<file path="src/rtl/sbps_pkg.sv">
`timescale 1ns / 1ps
// Shared types, codes and constants of the step beep pattern sequencer.
// Holds the constant-divisor step tests used by the step logic. No dependencies.
package sbps_pkg;

	// Step counter width; end steps wrap at this width
	localparam int STEP_BITS = 16;
	localparam int DUR_BITS  = 16;
	localparam int CMP_BITS  = (STEP_BITS > DUR_BITS) ? STEP_BITS : DUR_BITS;

	// Configuration port
	localparam int ADDR_BITS = 3;
	localparam int DATA_BITS = 32;
	localparam logic [ADDR_BITS-3:0] REG_STD_DURATION = '0;

	// Commands
	typedef enum logic [1:0] {
		CMD_SIM   = 2'd0,
		CMD_IND   = 2'd1,
		CMD_RESET = 2'd2,
		CMD_UNDEF = 2'd3
	} cmd_t;

	// Pattern numbers on the pattern field
	localparam logic [2:0] PAT_IDLE     = 3'd0;
	localparam logic [2:0] PAT_SIM_HOLD = 3'd7;
	localparam logic [2:0] PAT_HOLD1    = 3'd1;
	localparam logic [2:0] PAT_HOLD2    = 3'd2;
	localparam logic [2:0] PAT_VOL_UP   = 3'd3;
	localparam logic [2:0] PAT_VOL_DN   = 3'd4;
	localparam logic [2:0] PAT_PER_A    = 3'd5;
	localparam logic [2:0] PAT_PER_B    = 3'd6;
	localparam logic [2:0] PAT_UNKNOWN  = 3'd7;

	// Pattern actions after decode
	typedef enum logic [2:0] {
		ACT_BURST   = 3'd0,
		ACT_HOLD1   = 3'd1,
		ACT_HOLD2   = 3'd2,
		ACT_VOL_UP  = 3'd3,
		ACT_VOL_DN  = 3'd4,
		ACT_PER_A   = 3'd5,
		ACT_PER_B   = 3'd6,
		ACT_UNKNOWN = 3'd7
	} act_t;

	// Pin positions, active low
	localparam int PIN_T0 = 0;
	localparam int PIN_T1 = 1;
	localparam int PIN_T2 = 2;
	localparam int PIN_VD = 3;
	localparam int PIN_VU = 4;
	localparam logic [4:0] PINS_RELEASED  = 5'h1F;
	localparam logic [2:0] TRACKS_RELEASED = 3'b111;

	// Pattern codes
	localparam logic [3:0] CODE_IDLE     = 4'd0;
	localparam logic [3:0] CODE_IND_BASE = 4'd7;
	localparam logic [3:0] CODE_NONE     = 4'd15;

	// Durations
	localparam logic [DUR_BITS-1:0] DUR_STD_RESET = 16'd3000;
	localparam logic [DUR_BITS-1:0] DUR_HOLD1     = 16'd25000;
	localparam logic [DUR_BITS-1:0] DUR_HOLD2     = 16'd23500;
	localparam logic [DUR_BITS-1:0] DUR_VOLUME    = 16'd1000;
	localparam logic [DUR_BITS-1:0] DUR_PER_A     = 16'd1175;
	localparam logic [DUR_BITS-1:0] DUR_PER_B     = 16'd1210;

	// Pulse lengths and counts
	localparam logic [STEP_BITS-1:0] BEEP_LEN  = STEP_BITS'(35);
	localparam logic [STEP_BITS-1:0] VOL_LEN   = STEP_BITS'(50);
	localparam logic [STEP_BITS-1:0] PER_LEN_A = STEP_BITS'(175);
	localparam logic [STEP_BITS-1:0] PER_LEN_B = STEP_BITS'(210);
	localparam logic [3:0] VOL_MAX     = 4'd10;
	localparam logic [3:0] BURST_IDLE  = 4'd3;
	localparam logic [3:0] BURST_VOL   = 4'd10;

	// Reciprocals: floor(s*M >> K) equals floor(s/d) for every step value
	localparam int K100 = STEP_BITS + 7;
	localparam longint unsigned M100_L = ((64'd1 << K100) + 64'd99) / 64'd100;
	localparam logic [K100-7:0] M100 = M100_L[K100-7:0];
	localparam int K500 = STEP_BITS + 9;
	localparam longint unsigned M500_L = ((64'd1 << K500) + 64'd499) / 64'd500;
	localparam logic [K500-9:0] M500 = M500_L[K500-9:0];

	typedef struct packed {
		logic [1:0]           cmd;
		logic [2:0]           pattern;
		logic [STEP_BITS-1:0] step;
	} item_t;

	typedef struct packed {
		logic [4:0] pins;
		logic       done;
	} res_t;

	function automatic logic [STEP_BITS-7:0] quot100(input logic [STEP_BITS-1:0] s);
		logic [STEP_BITS+K100-7:0] p;
		p = {{(K100-6){1'b0}}, s} * {{STEP_BITS{1'b0}}, M100};
		return p[STEP_BITS+K100-7:K100];
	endfunction

	function automatic logic [STEP_BITS-9:0] quot500(input logic [STEP_BITS-1:0] s);
		logic [STEP_BITS+K500-9:0] p;
		p = {{(K500-8){1'b0}}, s} * {{STEP_BITS{1'b0}}, M500};
		return p[STEP_BITS+K500-9:K500];
	endfunction

	// A multiple of d is where the quotient steps up from the value below
	function automatic logic is_mult100(input logic [STEP_BITS-1:0] s);
		return (s == '0) || (quot100(s) != quot100(s - STEP_BITS'(1)));
	endfunction

	function automatic logic is_mult500(input logic [STEP_BITS-1:0] s);
		return (s == '0) || (quot500(s) != quot500(s - STEP_BITS'(1)));
	endfunction

endpackage

</file>
<file path="src/rtl/sbps_cfg.sv">
`timescale 1ns / 1ps
// APB register file: the standard duration register.
// Depends on sbps_pkg.
module sbps_cfg (
	input  logic                             clk,
	input  logic                             arst_n,
	input  logic                             psel,
	input  logic                             penable,
	input  logic                             pwrite,
	input  logic [sbps_pkg::ADDR_BITS-1:0]   paddr,
	input  logic [sbps_pkg::DATA_BITS-1:0]   pwdata,
	output logic [sbps_pkg::DATA_BITS-1:0]   prdata,
	output logic                             pready,
	output logic [sbps_pkg::DUR_BITS-1:0]    std_dur
);

	logic [sbps_pkg::DUR_BITS-1:0] std_dur_q;
	logic                          sel_std;

	assign sel_std = (paddr[sbps_pkg::ADDR_BITS-1:2] == sbps_pkg::REG_STD_DURATION);
	assign pready  = 1'b1;
	assign std_dur = std_dur_q;

	// Write the register on the access phase
	always_ff @(posedge clk or negedge arst_n) begin
		if (!arst_n) begin
			std_dur_q <= sbps_pkg::DUR_STD_RESET;
		end else if (psel && penable && pwrite && sel_std) begin
			std_dur_q <= pwdata[sbps_pkg::DUR_BITS-1:0];
		end
	end

	// Read back
	always_comb begin
		prdata = '0;
		if (sel_std) begin
			prdata = {{(sbps_pkg::DATA_BITS-sbps_pkg::DUR_BITS){1'b0}}, std_dur_q};
		end
	end

endmodule

</file>
<file path="src/rtl/sbps_step.sv">
`timescale 1ns / 1ps
// Pattern state and the single-pass step logic: decodes one word, works out
// the pin levels and done flag, and commits the state when told. Depends on sbps_pkg.
module sbps_step (
	input  logic                          clk,
	input  logic                          arst_n,
	input  logic                          commit,
	input  sbps_pkg::item_t               item,
	input  logic [sbps_pkg::DUR_BITS-1:0] std_dur,
	output sbps_pkg::res_t                res
);

	localparam int SB = sbps_pkg::STEP_BITS;

	logic [3:0]    beep_count_q, volume_count_q, last_code_q;
	logic [SB-1:0] beep_end_q, volume_end_q;
	logic [4:0]    pins_q;

	logic [3:0]    bc, vc, lc, code, burst_n;
	logic [SB-1:0] be, ve, s;
	logic [4:0]    pins;
	logic          done, m100, m500, dur_hit;
	logic [sbps_pkg::DUR_BITS-1:0] dur;
	sbps_pkg::act_t act;

	assign s    = item.step;
	assign m100 = sbps_pkg::is_mult100(s);
	assign m500 = sbps_pkg::is_mult500(s);

	// Decode the pattern into an action, a code, a burst count and a duration
	always_comb begin
		act     = sbps_pkg::ACT_BURST;
		burst_n = sbps_pkg::BURST_IDLE;
		dur     = std_dur;
		code    = sbps_pkg::CODE_IDLE;
		if (item.cmd == sbps_pkg::CMD_SIM) begin
			code = {1'b0, item.pattern};
			if (item.pattern == sbps_pkg::PAT_SIM_HOLD) begin
				act = sbps_pkg::ACT_HOLD1;
				dur = sbps_pkg::DUR_HOLD1;
			end else if (item.pattern != sbps_pkg::PAT_IDLE) begin
				burst_n = {1'b0, item.pattern};
			end
		end else begin
			if (item.pattern != sbps_pkg::PAT_IDLE) begin
				code = sbps_pkg::CODE_IND_BASE + {1'b0, item.pattern};
			end
			case (item.pattern)
				sbps_pkg::PAT_HOLD1: begin
					act = sbps_pkg::ACT_HOLD1;
					dur = sbps_pkg::DUR_HOLD1;
				end
				sbps_pkg::PAT_HOLD2: begin
					act = sbps_pkg::ACT_HOLD2;
					dur = sbps_pkg::DUR_HOLD2;
				end
				sbps_pkg::PAT_VOL_UP: begin
					act     = sbps_pkg::ACT_VOL_UP;
					dur     = sbps_pkg::DUR_VOLUME;
					burst_n = sbps_pkg::BURST_VOL;
				end
				sbps_pkg::PAT_VOL_DN: begin
					act     = sbps_pkg::ACT_VOL_DN;
					dur     = sbps_pkg::DUR_VOLUME;
					burst_n = sbps_pkg::BURST_VOL;
				end
				sbps_pkg::PAT_PER_A: begin
					act = sbps_pkg::ACT_PER_A;
					dur = sbps_pkg::DUR_PER_A;
				end
				sbps_pkg::PAT_PER_B: begin
					act = sbps_pkg::ACT_PER_B;
					dur = sbps_pkg::DUR_PER_B;
				end
				sbps_pkg::PAT_UNKNOWN: begin
					act = sbps_pkg::ACT_UNKNOWN;
				end
				default: begin
					act = sbps_pkg::ACT_BURST;
				end
			endcase
		end
	end

	assign dur_hit = (sbps_pkg::CMP_BITS'(s) >= sbps_pkg::CMP_BITS'(dur));

	// Apply the command to a copy of the state
	always_comb begin
		bc   = beep_count_q;
		vc   = volume_count_q;
		be   = beep_end_q;
		ve   = volume_end_q;
		lc   = last_code_q;
		pins = pins_q;
		done = 1'b0;
		case (item.cmd)
			sbps_pkg::CMD_RESET: begin
				bc        = '0;
				vc        = '0;
				ve        = '0;
				pins[2:0] = sbps_pkg::TRACKS_RELEASED;
			end
			sbps_pkg::CMD_SIM, sbps_pkg::CMD_IND: begin
				// volume pulses
				if (act == sbps_pkg::ACT_VOL_UP || act == sbps_pkg::ACT_VOL_DN) begin
					if (m100 && vc < sbps_pkg::VOL_MAX) begin
						vc                   = vc + 4'd1;
						pins[sbps_pkg::PIN_VD] = (act == sbps_pkg::ACT_VOL_UP);
						pins[sbps_pkg::PIN_VU] = (act != sbps_pkg::ACT_VOL_UP);
						ve                   = s + sbps_pkg::VOL_LEN;
					end else if (ve == s) begin
						pins[sbps_pkg::PIN_VD] = 1'b1;
						pins[sbps_pkg::PIN_VU] = 1'b1;
					end
				end
				// beep bursts
				if (act == sbps_pkg::ACT_BURST || act == sbps_pkg::ACT_VOL_UP ||
				    act == sbps_pkg::ACT_VOL_DN) begin
					if (m100 && bc < burst_n) begin
						bc                     = bc + 4'd1;
						pins[sbps_pkg::PIN_T0] = 1'b0;
						be                     = s + sbps_pkg::BEEP_LEN;
					end else if (be == s) begin
						pins[sbps_pkg::PIN_T0] = 1'b1;
					end
				end
				// periodic beeps
				if (act == sbps_pkg::ACT_PER_A || act == sbps_pkg::ACT_PER_B) begin
					if (m500) begin
						pins[sbps_pkg::PIN_T0] = 1'b0;
						be = s + ((act == sbps_pkg::ACT_PER_A) ?
							sbps_pkg::PER_LEN_A : sbps_pkg::PER_LEN_B);
					end else if (be == s) begin
						pins[sbps_pkg::PIN_T0] = 1'b1;
					end
				end
				// held track select
				if (act == sbps_pkg::ACT_HOLD1 || act == sbps_pkg::ACT_HOLD2) begin
					pins[2:0] = sbps_pkg::TRACKS_RELEASED;
					if (act == sbps_pkg::ACT_HOLD1) begin
						pins[sbps_pkg::PIN_T1] = 1'b0;
					end else begin
						pins[sbps_pkg::PIN_T2] = 1'b0;
					end
				end
				// pattern change, end of pattern
				if (act == sbps_pkg::ACT_UNKNOWN) begin
					done = 1'b1;
				end else begin
					if (code != last_code_q && code != sbps_pkg::CODE_IDLE) begin
						pins[2:0] = sbps_pkg::TRACKS_RELEASED;
					end
					if (dur_hit) begin
						bc   = '0;
						vc   = '0;
						pins = sbps_pkg::PINS_RELEASED;
						done = 1'b1;
					end else begin
						lc = code;
					end
				end
			end
			default: begin
				done = 1'b1;
			end
		endcase
	end

	assign res.pins = pins;
	assign res.done = done;

	// Commit the state with the word
	always_ff @(posedge clk or negedge arst_n) begin
		if (!arst_n) begin
			beep_count_q   <= '0;
			volume_count_q <= '0;
			beep_end_q     <= '0;
			volume_end_q   <= '0;
			last_code_q    <= sbps_pkg::CODE_NONE;
			pins_q         <= sbps_pkg::PINS_RELEASED;
		end else if (commit) begin
			beep_count_q   <= bc;
			volume_count_q <= vc;
			beep_end_q     <= be;
			volume_end_q   <= ve;
			last_code_q    <= lc;
			pins_q         <= pins;
		end
	end

	// Counts never pass their limits
	a_counts_bounded: assert property (@(posedge clk) disable iff (!arst_n)
		beep_count_q <= sbps_pkg::BURST_VOL && volume_count_q <= sbps_pkg::VOL_MAX)
		else $error("pattern count out of range");

	// Volume up and down are never pressed together
	a_vol_exclusive: assert property (@(posedge clk) disable iff (!arst_n)
		pins_q[sbps_pkg::PIN_VD] || pins_q[sbps_pkg::PIN_VU])
		else $error("both volume pins pressed");

	// A reset command clears counts and releases the tracks
	a_reset_cmd: assert property (@(posedge clk) disable iff (!arst_n)
		commit && item.cmd == sbps_pkg::CMD_RESET |=>
		beep_count_q == '0 && volume_count_q == '0 &&
		pins_q[2:0] == sbps_pkg::TRACKS_RELEASED)
		else $error("reset command left state behind");

	// The end of a known pattern releases every pin
	a_end_release: assert property (@(posedge clk) disable iff (!arst_n)
		commit && (item.cmd == sbps_pkg::CMD_SIM || item.cmd == sbps_pkg::CMD_IND) &&
		act != sbps_pkg::ACT_UNKNOWN && dur_hit |=> pins_q == sbps_pkg::PINS_RELEASED)
		else $error("pins not released at pattern end");

	// A running step records its pattern code
	a_code_kept: assert property (@(posedge clk) disable iff (!arst_n)
		commit && !done && item.cmd != sbps_pkg::CMD_RESET |=>
		last_code_q == $past(code))
		else $error("pattern code not recorded");

endmodule

</file>
<file path="src/rtl/step_beep_pattern_sequencer_core.sv">
`timescale 1ns / 1ps
// Top level of the step beep pattern sequencer: input register, step logic,
// result register and the APB register file. Depends on sbps_pkg, sbps_cfg, sbps_step.

// One input word is taken every cycle unless in_stall is high: the word is captured in
// an input register, the pattern logic runs in one pass on that register and the
// pattern state, and the pins and done flag land in a result register, which presents
// the result. The state is updated as the word moves into the result register, so the
// next word in the following cycle sees it. out_stall reaches in_stall combinationally,
// and only when both registers are full. There is no clearing pass after reset. Write
// standard_duration only while the block is idle.
module step_beep_pattern_sequencer_core (
	input  logic                             clk,
	input  logic                             arst_n,
	input  logic                             in_valid,
	output logic                             in_stall,
	input  logic [1:0]                       cmd,
	input  logic [2:0]                       pattern,
	input  logic [sbps_pkg::STEP_BITS-1:0]   step,
	output logic                             out_valid,
	input  logic                             out_stall,
	output logic                             track0_level,
	output logic                             track1_level,
	output logic                             track2_level,
	output logic                             vol_down_level,
	output logic                             vol_up_level,
	output logic                             done_res,
	input  logic                             psel,
	input  logic                             penable,
	input  logic                             pwrite,
	input  logic [sbps_pkg::ADDR_BITS-1:0]   paddr,
	input  logic [sbps_pkg::DATA_BITS-1:0]   pwdata,
	output logic [sbps_pkg::DATA_BITS-1:0]   prdata,
	output logic                             pready
);

	sbps_pkg::item_t item_s1;
	sbps_pkg::res_t  res_c, res_s2;
	logic            valid_s1, valid_s2, advance, fire;
	logic [sbps_pkg::DUR_BITS-1:0] std_dur;

	// Handshake: the result register frees when empty or taken
	assign advance  = !valid_s2 || !out_stall;
	assign fire     = valid_s1 && advance;
	assign in_stall = valid_s1 && !advance;

	sbps_cfg u_cfg (
		.clk     (clk),
		.arst_n  (arst_n),
		.psel    (psel),
		.penable (penable),
		.pwrite  (pwrite),
		.paddr   (paddr),
		.pwdata  (pwdata),
		.prdata  (prdata),
		.pready  (pready),
		.std_dur (std_dur)
	);

	sbps_step u_step (
		.clk     (clk),
		.arst_n  (arst_n),
		.commit  (fire),
		.item    (item_s1),
		.std_dur (std_dur),
		.res     (res_c)
	);

	// Input register: hold while stalled
	always_ff @(posedge clk or negedge arst_n) begin
		if (!arst_n) begin
			valid_s1 <= 1'b0;
		end else if (!in_stall) begin
			valid_s1 <= in_valid;
		end
	end

	always_ff @(posedge clk) begin
		if (in_valid && !in_stall) begin
			item_s1 <= '{cmd: cmd, pattern: pattern, step: step};
		end
	end

	// Result register: hold until taken
	always_ff @(posedge clk or negedge arst_n) begin
		if (!arst_n) begin
			valid_s2 <= 1'b0;
		end else if (advance) begin
			valid_s2 <= valid_s1;
		end
	end

	always_ff @(posedge clk) begin
		if (fire) begin
			res_s2 <= res_c;
		end
	end

	assign out_valid      = valid_s2;
	assign track0_level   = res_s2.pins[sbps_pkg::PIN_T0];
	assign track1_level   = res_s2.pins[sbps_pkg::PIN_T1];
	assign track2_level   = res_s2.pins[sbps_pkg::PIN_T2];
	assign vol_down_level = res_s2.pins[sbps_pkg::PIN_VD];
	assign vol_up_level   = res_s2.pins[sbps_pkg::PIN_VU];
	assign done_res       = res_s2.done;

endmodule

</file>
<file path="config.mk">
export PLATFORM = sky130hd
export DESIGN_NAME = step_beep_pattern_sequencer_core
export DESIGN_NICKNAME = d
export VERILOG_FILES = /design/src/rtl/sbps_pkg.sv /design/src/rtl/sbps_cfg.sv /design/src/rtl/sbps_step.sv /design/src/rtl/step_beep_pattern_sequencer_core.sv
export SDC_FILE = /design/constraint.sdc
export NUM_CORES = 1
export LEC_CHECK = 0
export BUFFER_PORTS_ARGS = -buffer_cell sky130_fd_sc_hd__clkbuf_2
export CAP_MARGIN = 5
export CORE_MARGIN = 5
export CORE_UTILIZATION = 55
export DETAILED_ROUTE_END_ITERATION = 12
export GPL_TIMING_DRIVEN = 0
export PLACE_DENSITY = 0.72
export SYNTH_ARGS = -nofsm -noshare
export SYNTH_HDL_FRONTEND = slang
export SYNTH_SLANG_ARGS = --single-unit
</file>
<file path="constraint.sdc">
create_clock -name clk -period 12.5 [get_ports clk]
set_input_delay 0.625 -clock clk [delete_from_list [all_inputs] [get_ports clk]]
set_output_delay 0.625 -clock clk [all_outputs]
set_load 0.005 [all_outputs]
</file>
==> impl_metrics.json <==
{
  "critPathTopFamily": "adder cells",
  "areaGrowthSynthToFinish_pct": 6.21,
  "fill_cells": 3693,
  "synth_cell_types": 93,
  "cts.reportedPaths.clkPinSlew_ns": 0.07,
  "holdCritPathClass": "in2async",
  "met2_usage_pct": 45.0,
  "boundaryPins": 104,
  "cts_hold_buf": 0,
  "outcome": "complete, no violations",
  "period_needed_ns": 11.46,
  "antenna_left": 0,
  "crit_cells": 27,
  "initial_utilization_pct": 55.6,
  "cts_tree": "yes",
  "antenna_found_initial": 0,
  "final_cell_mix": "ha_1 (540), inv_1 (506), fa_1 (268), a21oi_1 (109), nor2_1 (93)",
  "fin_area_um2": 24700,
  "grt_pass1_wl_um": 101000,
  "met3_usage_pct": 3.41,
  "max_slew_margin_pct": 8.57,
  "critPathSlowestCell": "edfxtp_1",
  "port_buffers": 68,
  "yosysSeqAreaShare_pct": 10.8,
  "setup_ws_ns": 1.04,
  "fin_skew_ns": 0.00954,
  "core_um2": 41900,
  "crit_path_start_kind": "flop",
  "layout_commonest_cell": "ha_1",
  "ys_seq_elements": 94,
  "drc": 0,
  "crit_fanout": 18,
  "synth_edf_count": 27,
  "routed_wirelength_um": 62600,
  "max_freq_mhz": 87.2,
  "cpMostUsedCell": "fa_1",
  "dieArea_um2": 46500,
  "use_met1_pct": 37.0,
  "cap_violations": 0,
  "postSynthAreaPerCell_um2": 9.52,
  "wl_per_cell_um": 20.3,
  "die-height_um": 216,
  "numClockSinks": 94,
  "cts_root_buf": "clkbuf_16",
  "worstMarginPinSlew_ns": 1.36,
  "synth_warnings": 0,
  "worstSetupEndpointType": "flop",
  "seqCellArea_um2": 2510,
  "grt_max_degree": 50,
  "fin_tns_setup_ns": 0,
  "reg2reg_depth": 27,
  "cts_setup_buffers": 0,
  "gp_congestion": 0.978,
  "antenna-diode-count": 0,
  "finalNetCount": 3412,
  "crit_required_ns": 12.72,
  "hpwl_um": 53400,
  "max_stage_delay_ns": 1.13,
  "cts_buffers": 9,
  "synthFlopType": "dfrtp_1",
  "grt-ovfl-total": 0,
  "preCtsSetupSlack_ns": 1.23,
  "setup_viol": 0,
  "num_vias": 18100,
  "finalCritPeriodShare_pct": 91.7,
  "post_cts_resized": 0,
  "grtUsageTotal_pct": 27.0,
  "top_usage_layer": "met2",
  "drt_first_pass_iters": 6,
  "worst-path-buf-inv": 6,
  "place_area_um2": 24400,
  "multi_input_area_um2": 18600,
  "path_class": "reg2reg",
  "async_flop_share_pct": 71.3,
  "viasPerCell": 5.87,
  "hold_viol": 0,
  "cts_buffer_depth": 2,
  "drive_above_1_share_pct": 7.50,
  "syn_area_um2": 23300,
  "clock_latency_ns": 0.35,
  "rsz0062_at_grt": "false",
  "fin_hold_ws_ns": 0.179,
  "first_global_vias": 19000,
  "syn_inst": 2443,
  "drt_iter0_markers": 1419,
  "cp.arrival_ns": 11.69,
  "h-tree-depth": 3,
  "num_rows": 75,
  "drv_slew": 0,
  "die_x_um": 216
}
-- final cells by class --
| cell class | instances | area share, % |
|---|---|---|
| clock inverters | 3 | 0.101 |
| well taps | 539 | 2.73 |
| flip-flops and latches | 94 | 10.1 |
| clock buffers | 13 | 1.14 |
| multi-input cells | 1791 | 75.2 |
| repair buffers | 72 | 1.62 |
| plain buffers | 64 | 1.37 |
| inverters | 509 | 7.73 |
-- state kept, by name, summed over array words and instances, names as in the netlist, 4 cells and up --
register	flops
u_step.last_code_q	4
u_step.volume_count_q	4
u_step.beep_end_q	16
u_step.volume_end_q	16
u_step.beep_count_q	4
item_s1	21
u_step.pins_q	5
u_cfg.std_dur	16
-- kinds of logic after synthesis --
logic type	share of synthesized area, %
XOR/XNOR	4.96
AO/OA/AOI/OAI	11.8
flip-flops	10.8
adder cells (fa/ha/maj)	52.1
buffers and inverters	9.67
multiplexers	2.30
other	0.0323
AND/OR/NAND/NOR	8.31
-- stage by stage --
stage,instances,util [%]
final,3085,59.0
after floorplan,2458,-
after CTS,3085,59.0
after global placement,3065,58.1
after detailed placement,3069,58.3
after global routing,3085,59.0
-- cells in the mapped netlist, types with 5 or more instances --
library cell  instances  area share (%)
a211o_1               7            0.26
a211oi_1             18            0.58
a21o_1               34             1.1
a21oi_1             109             2.3
a222oi_1              6            0.26
a2bb2oi_1             7            0.26
a31oi_1              10            0.27
a41oi_1               5            0.19
and2_1                6            0.16
and3_1               11            0.30
and4_1                6            0.23
buf_2                 7            0.15
buf_4                18            0.58
clkbuf_1             32            0.52
dfrtp_1              51             5.5
dfstp_2              16             1.8
edfxtp_1             27             3.5
fa_1                268              23
ha_1                540              29
inv_1               506             8.2
mux2_2               27             1.3
mux2_4               10            0.65
mux2i_1               8            0.34
nand2_1              92             1.5
nand2b_1             13            0.35
nand3_1              47             1.0
nand4_1              23            0.62
nor2_1               93             1.5
nor2b_1              22            0.59
nor3_1               30            0.65
nor4_1                7            0.19
o2111ai_1             6            0.23
o211ai_1             19            0.61
o21a_1               15            0.48
o21ai_0              84             1.8
o21bai_1              9            0.29
o221ai_1              5            0.19
o22ai_1              15            0.40
o31ai_1               7            0.23
or2_2                 6            0.16
or3_1                 6            0.16
xnor2_1              90             3.4
xor2_1               34             1.3
-- metal layers --
| layer | wire, um | share of wire (%) |
|---|---|---|
| met1 | 26600 | 43 |
| met2 | 29700 | 48 |
| met4 | 2340 | 3.7 |
| met3 | 3880 | 6.2 |
| met5 | 0 | 0 |
-- final timing paths --
check | start | to | slack (ns)
worst min-delay path | arst_n | u_step.volume_count_q[1] | 0.18
worst max-delay path | item_s1[0] | vol_up_level | 1.04
worst max register to register | item_s1[0] | vol_up_level | 1.04
max in group asynchronous | arst_n | u_cfg.std_dur[5] | 11.72
worst min register to register | u_step.last_code_q[1] | u_step.last_code_q[1] | 0.48
min in group clk | step[12] | item_s1[12] | 0.44
Power is not shown: default switching activity piles up to over one toggle a cycle in this logic, so the estimate is an artifact.
